--- src/battery_level_estimator_defines.svh ---
// assertion macros for the battery level estimator
`ifndef BATTERY_LEVEL_ESTIMATOR_DEFINES_SVH
`define BATTERY_LEVEL_ESTIMATOR_DEFINES_SVH

// same-cycle implication, checked out of reset
`define BLE_ASSERT_HOLD(name, pre, post) \
    name: assert property (@(posedge clk) disable iff (!rst_n) (pre) |-> (post)) \
        else $error("battery level estimator: check failed");

// next-cycle implication, checked out of reset
`define BLE_ASSERT_NEXT(name, pre, post) \
    name: assert property (@(posedge clk) disable iff (!rst_n) (pre) |=> (post)) \
        else $error("battery level estimator: check failed");

`endif

--- src/ble_pkg.sv ---
// shared constants and types of the battery level estimator
`timescale 1ns / 1ps
`default_nettype none

package ble_pkg;

    localparam int unsigned FILTER_LEN        = 8;
    localparam int unsigned SAMPLES_PER_GROUP = 10;

    localparam int unsigned SAMPLE_W = 12;
    localparam int unsigned MV_W     = 13;
    localparam int unsigned LEVEL_W  = 7;
    localparam int unsigned SAMPLE_MAX = 4095;

    localparam int unsigned GSUM_W  = $clog2(SAMPLES_PER_GROUP * SAMPLE_MAX + 1);
    localparam int unsigned TOTAL_W = $clog2(FILTER_LEN * SAMPLE_MAX + 1);
    localparam int unsigned CNT_W   = (SAMPLES_PER_GROUP > 1) ? $clog2(SAMPLES_PER_GROUP) : 1;
    localparam int unsigned POS_W   = (FILTER_LEN > 1) ? $clog2(FILTER_LEN) : 1;
    localparam int unsigned PRIME_W = $clog2(FILTER_LEN + 1);
    localparam int unsigned RING_TOTAL_MAX = FILTER_LEN * SAMPLE_MAX;

    // reciprocal multiply for the constant divisions
    localparam int unsigned RECIP_SHIFT = 24;
    localparam int unsigned RECIP_W     = RECIP_SHIFT + 1;
    localparam int unsigned GROUP_RECIP =
        ((1 << RECIP_SHIFT) + SAMPLES_PER_GROUP - 1) / SAMPLES_PER_GROUP;
    localparam int unsigned RING_RECIP  =
        ((1 << RECIP_SHIFT) + FILTER_LEN - 1) / FILTER_LEN;
    localparam int unsigned GPROD_W = GSUM_W + RECIP_W;
    localparam int unsigned FPROD_W = TOTAL_W + RECIP_W;

    // percent division
    localparam int unsigned PCT_FULL = 100;
    localparam int unsigned REM_W    = 20;
    localparam int unsigned QBITS    = 7;
    localparam int unsigned QCNT_W   = 3;

    localparam int unsigned MIN_MV_RESET = 3300;
    localparam int unsigned MAX_MV_RESET = 4200;

    localparam int unsigned CFG_IDX_W = 1;

    typedef enum logic [CFG_IDX_W-1:0] {
        CFG_MIN_MV,
        CFG_MAX_MV
    } cfg_reg_t;

    typedef enum logic [2:0] {
        ST_IDLE,
        ST_FETCH,
        ST_UPDATE,
        ST_SCALE,
        ST_MAP,
        ST_DIVIDE,
        ST_EMIT
    } ble_state_t;

endpackage

`default_nettype wire

--- src/battery_level_estimator.sv ---
// battery level estimator: group average, history ring in memory, percent mapping
// a mid-group item is taken without a stall and the block stays ready
// an item that closes a group stalls the input through FETCH and UPDATE while priming, else
// also through SCALE, MAP, the 7-step divider unless clamped, EMIT and any wait on a stalled result
// limits return to 3300 / 4200 mv on reset
// reset clears counters, totals and result valid; ring memory is gated by a priming count
`timescale 1ns / 1ps
`default_nettype none
`include "battery_level_estimator_defines.svh"

module battery_level_estimator
(
    input  wire logic                               clk,
    input  wire logic                               rst_n,
    input  wire logic                               in_valid,
    output logic                                    in_stall,
    input  wire logic [ble_pkg::SAMPLE_W-1:0]       sample_mv,
    output logic                                    out_valid,
    input  wire logic                               out_stall,
    output logic [ble_pkg::LEVEL_W-1:0]             level_percent,
    output logic [ble_pkg::SAMPLE_W-1:0]            filtered_mv,
    input  wire logic                               cfg_write,
    input  wire logic [ble_pkg::CFG_IDX_W-1:0]      cfg_index,
    input  wire logic [ble_pkg::MV_W-1:0]           cfg_data
);

    ble_pkg::ble_state_t                state_reg, state_next;
    logic [ble_pkg::MV_W-1:0]           min_mv_reg, min_mv_next;
    logic [ble_pkg::MV_W-1:0]           max_mv_reg, max_mv_next;
    logic [ble_pkg::GSUM_W-1:0]         group_sum_reg, group_sum_next;
    logic [ble_pkg::CNT_W-1:0]          group_count_reg, group_count_next;
    logic [ble_pkg::POS_W-1:0]          pos_reg, pos_next;
    logic [ble_pkg::TOTAL_W-1:0]        total_reg, total_next;
    logic [ble_pkg::PRIME_W-1:0]        primed_reg, primed_next;
    logic [ble_pkg::QCNT_W-1:0]         cnt_reg, cnt_next;
    logic                               out_valid_reg, out_valid_next;

    logic [ble_pkg::GPROD_W-1:0]        gprod_reg, gprod_next;
    logic [ble_pkg::FPROD_W-1:0]        fprod_reg, fprod_next;
    logic [ble_pkg::SAMPLE_W-1:0]       filt_reg, filt_next;
    logic [ble_pkg::REM_W-1:0]          rem_reg, rem_next;
    logic [ble_pkg::MV_W-1:0]           div_reg, div_next;
    logic [ble_pkg::QBITS-1:0]          quot_reg, quot_next;
    logic [ble_pkg::LEVEL_W-1:0]        level_reg, level_next;
    logic [ble_pkg::SAMPLE_W-1:0]       filt_out_reg, filt_out_next;

    logic [ble_pkg::SAMPLE_W-1:0]       ring_mem [ble_pkg::FILTER_LEN];
    logic [ble_pkg::SAMPLE_W-1:0]       ring_rd_reg;
    logic                               ring_we;

    logic [ble_pkg::SAMPLE_W-1:0]       avg;
    logic [ble_pkg::SAMPLE_W-1:0]       old_entry;
    logic                               primed_full;
    logic [ble_pkg::GSUM_W-1:0]         sum_in;
    logic [ble_pkg::SAMPLE_W-1:0]       filt_val;
    logic [ble_pkg::MV_W-1:0]           volt;
    logic [ble_pkg::REM_W-1:0]          div_shift;
    logic                               in_take;

    assign avg         = gprod_reg[ble_pkg::RECIP_SHIFT +: ble_pkg::SAMPLE_W];
    assign filt_val    = fprod_reg[ble_pkg::RECIP_SHIFT +: ble_pkg::SAMPLE_W];
    assign volt        = {filt_val, 1'b0};
    assign primed_full = (primed_reg == ble_pkg::PRIME_W'(ble_pkg::FILTER_LEN));
    assign old_entry   = primed_full ? ring_rd_reg : '0;
    assign sum_in      = group_sum_reg + ble_pkg::GSUM_W'(sample_mv);
    assign div_shift   = ble_pkg::REM_W'(div_reg) << cnt_reg;
    assign in_take     = in_valid && !in_stall;
    assign ring_we     = (state_reg == ble_pkg::ST_UPDATE);

    assign out_valid     = out_valid_reg;
    assign level_percent = level_reg;
    assign filtered_mv   = filt_out_reg;

    always_comb
    begin
        state_next       = state_reg;
        min_mv_next      = min_mv_reg;
        max_mv_next      = max_mv_reg;
        group_sum_next   = group_sum_reg;
        group_count_next = group_count_reg;
        pos_next         = pos_reg;
        total_next       = total_reg;
        primed_next      = primed_reg;
        cnt_next         = cnt_reg;
        out_valid_next   = out_valid_reg;
        gprod_next       = gprod_reg;
        fprod_next       = fprod_reg;
        filt_next        = filt_reg;
        rem_next         = rem_reg;
        div_next         = div_reg;
        quot_next        = quot_reg;
        level_next       = level_reg;
        filt_out_next    = filt_out_reg;
        in_stall         = (state_reg != ble_pkg::ST_IDLE);

        if (cfg_write)
        begin
            case (cfg_index)
                ble_pkg::CFG_MIN_MV: min_mv_next = cfg_data;
                ble_pkg::CFG_MAX_MV: max_mv_next = cfg_data;
                default: ;
            endcase
        end

        if (out_valid_reg && !out_stall)
        begin
            out_valid_next = 1'b0;
        end

        case (state_reg)
            ble_pkg::ST_IDLE:
            begin
                if (in_take)
                begin
                    group_sum_next = sum_in;
                    if (group_count_reg == ble_pkg::CNT_W'(ble_pkg::SAMPLES_PER_GROUP - 1))
                    begin
                        group_count_next = '0;
                        state_next       = ble_pkg::ST_FETCH;
                    end
                    else
                    begin
                        group_count_next = group_count_reg + 1'b1;
                    end
                end
            end
            ble_pkg::ST_FETCH:
            begin
                gprod_next     = ble_pkg::GPROD_W'(group_sum_reg)
                               * ble_pkg::GPROD_W'(ble_pkg::GROUP_RECIP);
                group_sum_next = '0;
                state_next     = ble_pkg::ST_UPDATE;
            end
            ble_pkg::ST_UPDATE:
            begin
                total_next = total_reg - ble_pkg::TOTAL_W'(old_entry)
                           + ble_pkg::TOTAL_W'(avg);
                if (pos_reg == ble_pkg::POS_W'(ble_pkg::FILTER_LEN - 1))
                begin
                    pos_next = '0;
                end
                else
                begin
                    pos_next = pos_reg + 1'b1;
                end
                if (primed_full)
                begin
                    state_next = ble_pkg::ST_SCALE;
                end
                else
                begin
                    primed_next = primed_reg + 1'b1;
                    state_next  = ble_pkg::ST_IDLE;
                end
            end
            ble_pkg::ST_SCALE:
            begin
                fprod_next = ble_pkg::FPROD_W'(total_reg)
                           * ble_pkg::FPROD_W'(ble_pkg::RING_RECIP);
                state_next = ble_pkg::ST_MAP;
            end
            ble_pkg::ST_MAP:
            begin
                filt_next = filt_val;
                if (volt < min_mv_reg)
                begin
                    quot_next  = '0;
                    state_next = ble_pkg::ST_EMIT;
                end
                else if (volt > max_mv_reg || max_mv_reg == min_mv_reg)
                begin
                    quot_next  = ble_pkg::QBITS'(ble_pkg::PCT_FULL);
                    state_next = ble_pkg::ST_EMIT;
                end
                else
                begin
                    rem_next   = ble_pkg::REM_W'(volt - min_mv_reg)
                               * ble_pkg::REM_W'(ble_pkg::PCT_FULL);
                    div_next   = max_mv_reg - min_mv_reg;
                    quot_next  = '0;
                    cnt_next   = ble_pkg::QCNT_W'(ble_pkg::QBITS - 1);
                    state_next = ble_pkg::ST_DIVIDE;
                end
            end
            ble_pkg::ST_DIVIDE:
            begin
                if (rem_reg >= div_shift)
                begin
                    rem_next           = rem_reg - div_shift;
                    quot_next[cnt_reg] = 1'b1;
                end
                if (cnt_reg == '0)
                begin
                    state_next = ble_pkg::ST_EMIT;
                end
                else
                begin
                    cnt_next = cnt_reg - 1'b1;
                end
            end
            ble_pkg::ST_EMIT:
            begin
                if (!out_valid_reg || !out_stall)
                begin
                    level_next     = ble_pkg::LEVEL_W'(quot_reg);
                    filt_out_next  = filt_reg;
                    out_valid_next = 1'b1;
                    state_next     = ble_pkg::ST_IDLE;
                end
            end
            default:
            begin
                state_next = ble_pkg::ST_IDLE;
            end
        endcase
    end

    always_ff @(posedge clk or negedge rst_n)
    begin
        if (!rst_n)
        begin
            state_reg       <= ble_pkg::ST_IDLE;
            min_mv_reg      <= ble_pkg::MV_W'(ble_pkg::MIN_MV_RESET);
            max_mv_reg      <= ble_pkg::MV_W'(ble_pkg::MAX_MV_RESET);
            group_sum_reg   <= '0;
            group_count_reg <= '0;
            pos_reg         <= '0;
            total_reg       <= '0;
            primed_reg      <= '0;
            cnt_reg         <= '0;
            out_valid_reg   <= 1'b0;
        end
        else
        begin
            state_reg       <= state_next;
            min_mv_reg      <= min_mv_next;
            max_mv_reg      <= max_mv_next;
            group_sum_reg   <= group_sum_next;
            group_count_reg <= group_count_next;
            pos_reg         <= pos_next;
            total_reg       <= total_next;
            primed_reg      <= primed_next;
            cnt_reg         <= cnt_next;
            out_valid_reg   <= out_valid_next;
        end
    end

    always_ff @(posedge clk)
    begin
        gprod_reg    <= gprod_next;
        fprod_reg    <= fprod_next;
        filt_reg     <= filt_next;
        rem_reg      <= rem_next;
        div_reg      <= div_next;
        quot_reg     <= quot_next;
        level_reg    <= level_next;
        filt_out_reg <= filt_out_next;
    end

    // history ring, one write in UPDATE and one registered read per cycle
    always_ff @(posedge clk)
    begin
        if (ring_we)
        begin
            ring_mem[pos_reg] <= avg;
        end
        ring_rd_reg <= ring_mem[pos_reg];
    end

    `BLE_ASSERT_HOLD(a_total_bound, 1'b1, total_reg <= ble_pkg::TOTAL_W'(ble_pkg::RING_TOTAL_MAX))
    `BLE_ASSERT_HOLD(a_div_invariant, state_reg == ble_pkg::ST_DIVIDE, rem_reg < ((ble_pkg::REM_W + 1)'(div_reg) << (cnt_reg + 4'd1)))
    `BLE_ASSERT_NEXT(a_emit_lands, state_reg == ble_pkg::ST_EMIT && (!out_valid_reg || !out_stall), out_valid_reg && state_reg == ble_pkg::ST_IDLE)
    `BLE_ASSERT_HOLD(a_level_range, out_valid_reg, level_reg <= ble_pkg::LEVEL_W'(ble_pkg::PCT_FULL))

endmodule

`default_nettype wire

--- config.mk ---
export PLATFORM = sky130hd
export DESIGN_NAME = battery_level_estimator
export DESIGN_NICKNAME = d
export VERILOG_FILES = /design/src/ble_pkg.sv /design/src/battery_level_estimator.sv
export VERILOG_INCLUDE_DIRS = /design/src /design/src/src
export SDC_FILE = /design/constraint.sdc
export NUM_CORES = 1
export LEC_CHECK = 0
export ABC_AREA = 1
export BUFFER_PORTS_ARGS = -buffer_cell sky130_fd_sc_hd__buf_2
export CAP_MARGIN = 20
export CORE_ASPECT_RATIO = 0.6
export CORE_MARGIN = 2
export CORE_UTILIZATION = 30
export CTS_CLUSTER_DIAMETER = 150
export DETAILED_ROUTE_END_ITERATION = 8
export HOLD_SLACK_MARGIN = 0.05
export SLEW_MARGIN = 30
export SYNTH_ARGS = -nofsm -noshare
export SYNTH_HDL_FRONTEND = slang
export SYNTH_SLANG_ARGS = --single-unit
--- constraint.sdc ---
create_clock -name clk -period 6.1 [get_ports clk]
set_clock_uncertainty 0.15 [all_clocks]
set_input_delay 0.915 -clock clk [delete_from_list [all_inputs] [get_ports clk]]
set_output_delay 0.915 -clock clk [all_outputs]
set_load 0.02 [all_outputs]
* After elaboration in Yosys (flattened, before gate mapping) *
Memory sizes are Yosys's and may differ from the RTL's. A register that Yosys moved wholly into a read port is not among the register bits.
Cells that the tools add are included.

word-level totals
  bits in registers = 196
  bits in writable memories = 96
  input port bits = 31
  output and inout bits = 21
  word-level logic and storage cells = 116
  memories kept = 1

cells by class
  add/subtract/negate cells = 10
  multiply operators = 2
  order comparisons = 5
  equality and inequality tests = 18
  shift operators = 1
  muxes and demuxes = 32
  bitwise gates (word level) = 5
  reductions and logical operators = 24

memory list
  memory    words  bits a word  rd ports  clocked after Yosys merged registers in  write ports  line                           source
  ring_mem  8      12           1         1                                        1            battery_level_estimator.sv:47  logic [ble_pkg::SAMPLE_W-1:0] ring_mem [ble_pkg::FILTER_LEN];

operator list
  kind                    count
  $mux 20                 3
  $pmux 20 s2             1
  $mul 16x20->35 const B  1
  $pmux 16 s2             1
  $mux 3                  8
  $mux 7                  3
  $pmux 3 s7              1
  $ge 20x20->1            1
  $mul 20x5->18 const B   1
  $shl 13x3->20           1
  $sub 20x20->20          1
  $add 16x12->16          1
  $mux 16                 1
  $ne 2x2->1 const B      8
  $add 15x12->15          1
  $sub 15x12->15          1
  $pmux 7 s2              1
  $reduce_and 2->1        7
  $sub 13x13->14          1
  $eq 13x13->1            1
  $gt 13x13->1            1
  $lt 13x13->1            1
  $sub 13x13->13          1
  $eq 3x3->1 const B      4
  other kinds (24)        46

* Logic depth before layout (Yosys ltp) *
  depth in word-level cells = 7
  mapped depth = 28
  gate-level depth less buffers = 27

* Worst setup path before layout *
OpenSTA, ideal clock, no wires.

  kind = register -> register
  start point = register group_sum_reg[8] (netlist bit)
  end point = register gprod_reg[33] (netlist bit) (data pin)
  library setup time = 0.252 ns
  arrival time = 4.636 ns
  required time = 5.698 ns
  setup slack = 1.061 ns
  stages on the path, launching flop included = 21
  path buffers = 0
  cell sequence = dfrtp_1 > inv_1 > ha_1 > fa_1 > inv_1 > fa_1 > fa_1 > fa_1 > inv_1 > fa_1 > inv_1 > ha_1 > nand2_1 > inv_1 > nand2_1 > inv_1 > a21o_1 > a21oi_1 > nand2_1 > nand2_1 > nand2_1

between the ends
  word-level cells in the longest chain between the ends = 1

ends and longest elaborated chain
  what                      line                            source
  start: declaration        battery_level_estimator.sv:30   logic [ble_pkg::GSUM_W-1:0] group_sum_reg, group_sum_next;
  start signal: assignment  battery_level_estimator.sv:238  group_sum_reg <= group_sum_next;
  $mul 16x20->35            battery_level_estimator.sv:130  * ble_pkg::GPROD_W'(ble_pkg::GROUP_RECIP);
  end signal: assignment    battery_level_estimator.sv:250  gprod_reg <= gprod_next;
  end: declaration          battery_level_estimator.sv:38   logic [ble_pkg::GPROD_W-1:0] gprod_reg, gprod_next;

No other way between the ends.
A chain may end at the register's enable or synchronous reset.

* Worst setup path in the final report *
  start point = register group_sum_reg[5] (netlist bit)
  end point = register gprod_reg[24] (netlist bit) (data pin)

Same word-level chain as after synthesis.

==> impl_metrics.py <==
metrics = {
    "route": {
        "routed_wl_um": 55900,
        "viasPerCell": 4.75,
        "dr.pass1.iters": 5,
        "wl_per_cell_um": 16.0,
        "drc": 0,
        "ant_nets": 0,
        "drt_iter0_drc": 1439,
        "vias": 16600,
    },
    "setup_path": {
        "r2r-start": "group_sum_reg[5]$_DFFE_PN0P_",
        "critPathRequiredTime_ns": 6.30,
        "arrival_ns": 5.74,
        "startpoint": "group_sum_reg[5]$_DFFE_PN0P_",
        "crit_path_start_kind": "register",
        "end_kind": "register",
        "criticalPathCategory": "register to register",
        "cp_max_fo": 5,
    },
    "place": {
        "port_buffers": 51,
        "gp_congestion": 0.907,
        "place_ws_ns": 0.636,
        "dp_hpwl_um": 44200,
    },
    "yosys": {
        "synth_top_area_cell": "edfxtp_1",
        "synth-main-ff-cell": "edfxtp_1",
        "avgSynthCellArea_um2": 8.62,
        "synth_cell_types": 56,
        "synthesis.area_um2": 21400,
        "synth-edff-count": 191,
        "synthArstFlopShare_pct": 27.0,
        "syn_inst": 2486,
        "synth_commonest_cells": "nand2_1, inv_1, ha_1, edfxtp_1, nor2_1",
        "synthTopCellsByArea": "edfxtp_1, ha_1, fa_1, nand2_1, inv_1",
        "yosys_warnings": 0,
        "synth_nets": 2873,
        "synth_seq_area_share_pct": 36.7,
        "synth-seq-cells": 278,
        "yosysMostFrequentCell": "nand2_1",
        "synth_top_area_share_pct": 26.8,
    },
    "layout": {
        "fillerInstances": 7228,
        "nNetsFinal": 2938,
        "area_delta_synth_final_pct": 11.4,
        "seqCellArea_um2": 7870,
        "multiInputGateArea_um2": 11500,
        "largest_reg_flops": 96,
        "post_route_cells_drive_above_1_share_pct": 6.88,
        "num_antenna_cells": 0,
    },
    "die": {
        "die_y_um": 211,
        "initial_utilization_pct": 30.5,
        "die_w_um": 349,
        "die_area_um2": 73700,
        "num_io_pins": 52,
        "fp-row-count": 75,
        "core_area_um2": 70300,
    },
    "sta": {
        "hold_viol": 0,
        "worst_pin_slew_ns": 0.895,
        "fmax_ghz": 0.181,
        "period_minus_slack_ns": 5.54,
        "slew-limit-headroom_pct": 40.1,
        "setup_violations": 0,
        "fin_ws_ns": 0.560,
        "rsz0062_at_grt": "no",
        "period_share_pct": 90.8,
        "slew_violations": 0,
        "fin_setup_tns_ns": 0,
    },
    "clocking": {
        "postCtsSetupBuffers": 0,
        "ctsHoldBuffers": 0,
        "htreeDepth": 1,
        "cts_max_path_buffers": 3,
        "clkTransAtPathRegs_ns": 0.07,
        "cts_tree": "yes",
        "clock_latency_ns": 0.61,
        "clock-sinks": 278,
        "numCtsBuffers": 29,
        "ctsResizeCount": 0,
        "root_buffer": "clkbuf_16",
    },
    "global_routing": {
        "grt_max_degree": 51,
        "globalRouteOverflowTotal": 0,
        "grt_pass1_wl_um": 87900,
        "grt_usage_pct": 15.2,
        "antenna_found_initial": 0,
        "grt_pass1_vias": 15400,
    },
    "min_path": {
        "hold_class": "input pin to async pin",
    },
    "status": {
        "status": "finished clean",
    },
    "job": {
        "drv_cap": 0,
    },
}
[placed cells by master (no fill, tap or decap), drive strengths merged, types with 2 or more instances in the layout]
cell type	n
fa	106
dfstp	10
o21ai	144
nor2	155
nand3	112
and3	2
clkbuf	33
nand3b	11
ha	250
a21o	6
bufinv	5
dfxtp	12
o2bb2ai	7
a21oi	142
o21a	5
o21bai	13
edfxtp	191
a31o	2
clkinvlp	2
a22oi	7
nor3	15
o31ai	2
xnor2	20
dfrtp	65
buf	66
clkinv	10
inv	528
a22o	6
a31oi	5
nand4	24
xor2	26
or2	7
o22ai	10
a221oi	17
a21boi	8
nor4	4
a211oi	2
o2111ai	2
and2	3
nand2	535
[metrics by stage]
stage	util (%)	hold WS, ns	cells	area, um^2
CTS	34.0	0.0513	3498	23900
global placement	32.5	0.256	3444	22800
finish	34.0	0.0716	3498	23900
global route	34.0	0.0574	3498	23900
detailed placement	32.5	0.256	3444	22800
floorplan	-	0.250	2486	21400
[cell families after synthesis]
kind of cell    after synthesis  share of synthesized area [%]
simple gates                868                           16.8
buf+inv                     556                           9.85
compound gates              381                           10.2
fa+ha+maj                   356                           24.5
flops                       278                           36.7
xor+xnor                     46                           1.88
mux                           1                         0.0467
[critical path, cell delays in order (launching register included)]
cell	delay (ns)
dfrtp_1	0.44
inv_1	0.08
ha_1	0.34
fa_1	0.54
inv_1	0.10
fa_1	0.57
inv_1	0.07
fa_1	0.46
fa_1	0.53
fa_1	0.55
inv_1	0.04
ha_1	0.31
nand2_1	0.09
inv_1	0.08
nand2_1	0.10
nor3_1	0.36
a21boi_1	0.28
nor2_1	0.06
nand2_1	0.07
nand2_1	0.05
[final cells by class]
| class | instances | area share, % |
|---|---|---|
| tap | 924 | 4.84 |
| timing repair buffer | 66 | 1.55 |
| clock buffer | 33 | 3.23 |
| clock inverter | 21 | 1.19 |
| multi-input combinational | 1652 | 48.0 |
| inverter | 524 | 8.24 |
| sequential | 278 | 32.9 |
[per-layer routing]
layer  vias to the layer above  GRT usage (%)  part of all wire, %
li1                       8233              -                    -
met1                      7812           26.0                   55
met2                       543           18.2                   34
met3                        34           4.45                  9.7
met4                         0           1.59                 0.77
met5                         -              0                    0
[path summary, 6_finish.rpt]
| path | depth (start not counted) | slack (ns) | end |
|---|---|---|---|
| max | 19 | 0.56 | gprod_reg[24]$_DFFE_PP_ |
| min | 1 | 0.07 | min_mv_reg[1]$_DFFE_PN0P_ |
| max reg2reg | 19 | 0.56 | gprod_reg[24]$_DFFE_PP_ |
| min reg2reg | 0 | 0.27 | filtered_mv[9]$_DFFE_PP_ |
| max in group asynchronous | 2 | 4.60 | group_sum_reg[4]$_DFFE_PN0P_ |
| min in group clk | 0 | 0.27 | filtered_mv[9]$_DFFE_PP_ |
Power is not shown: default switching activity piles up to over one toggle a cycle in this logic, so the estimate is an artifact.
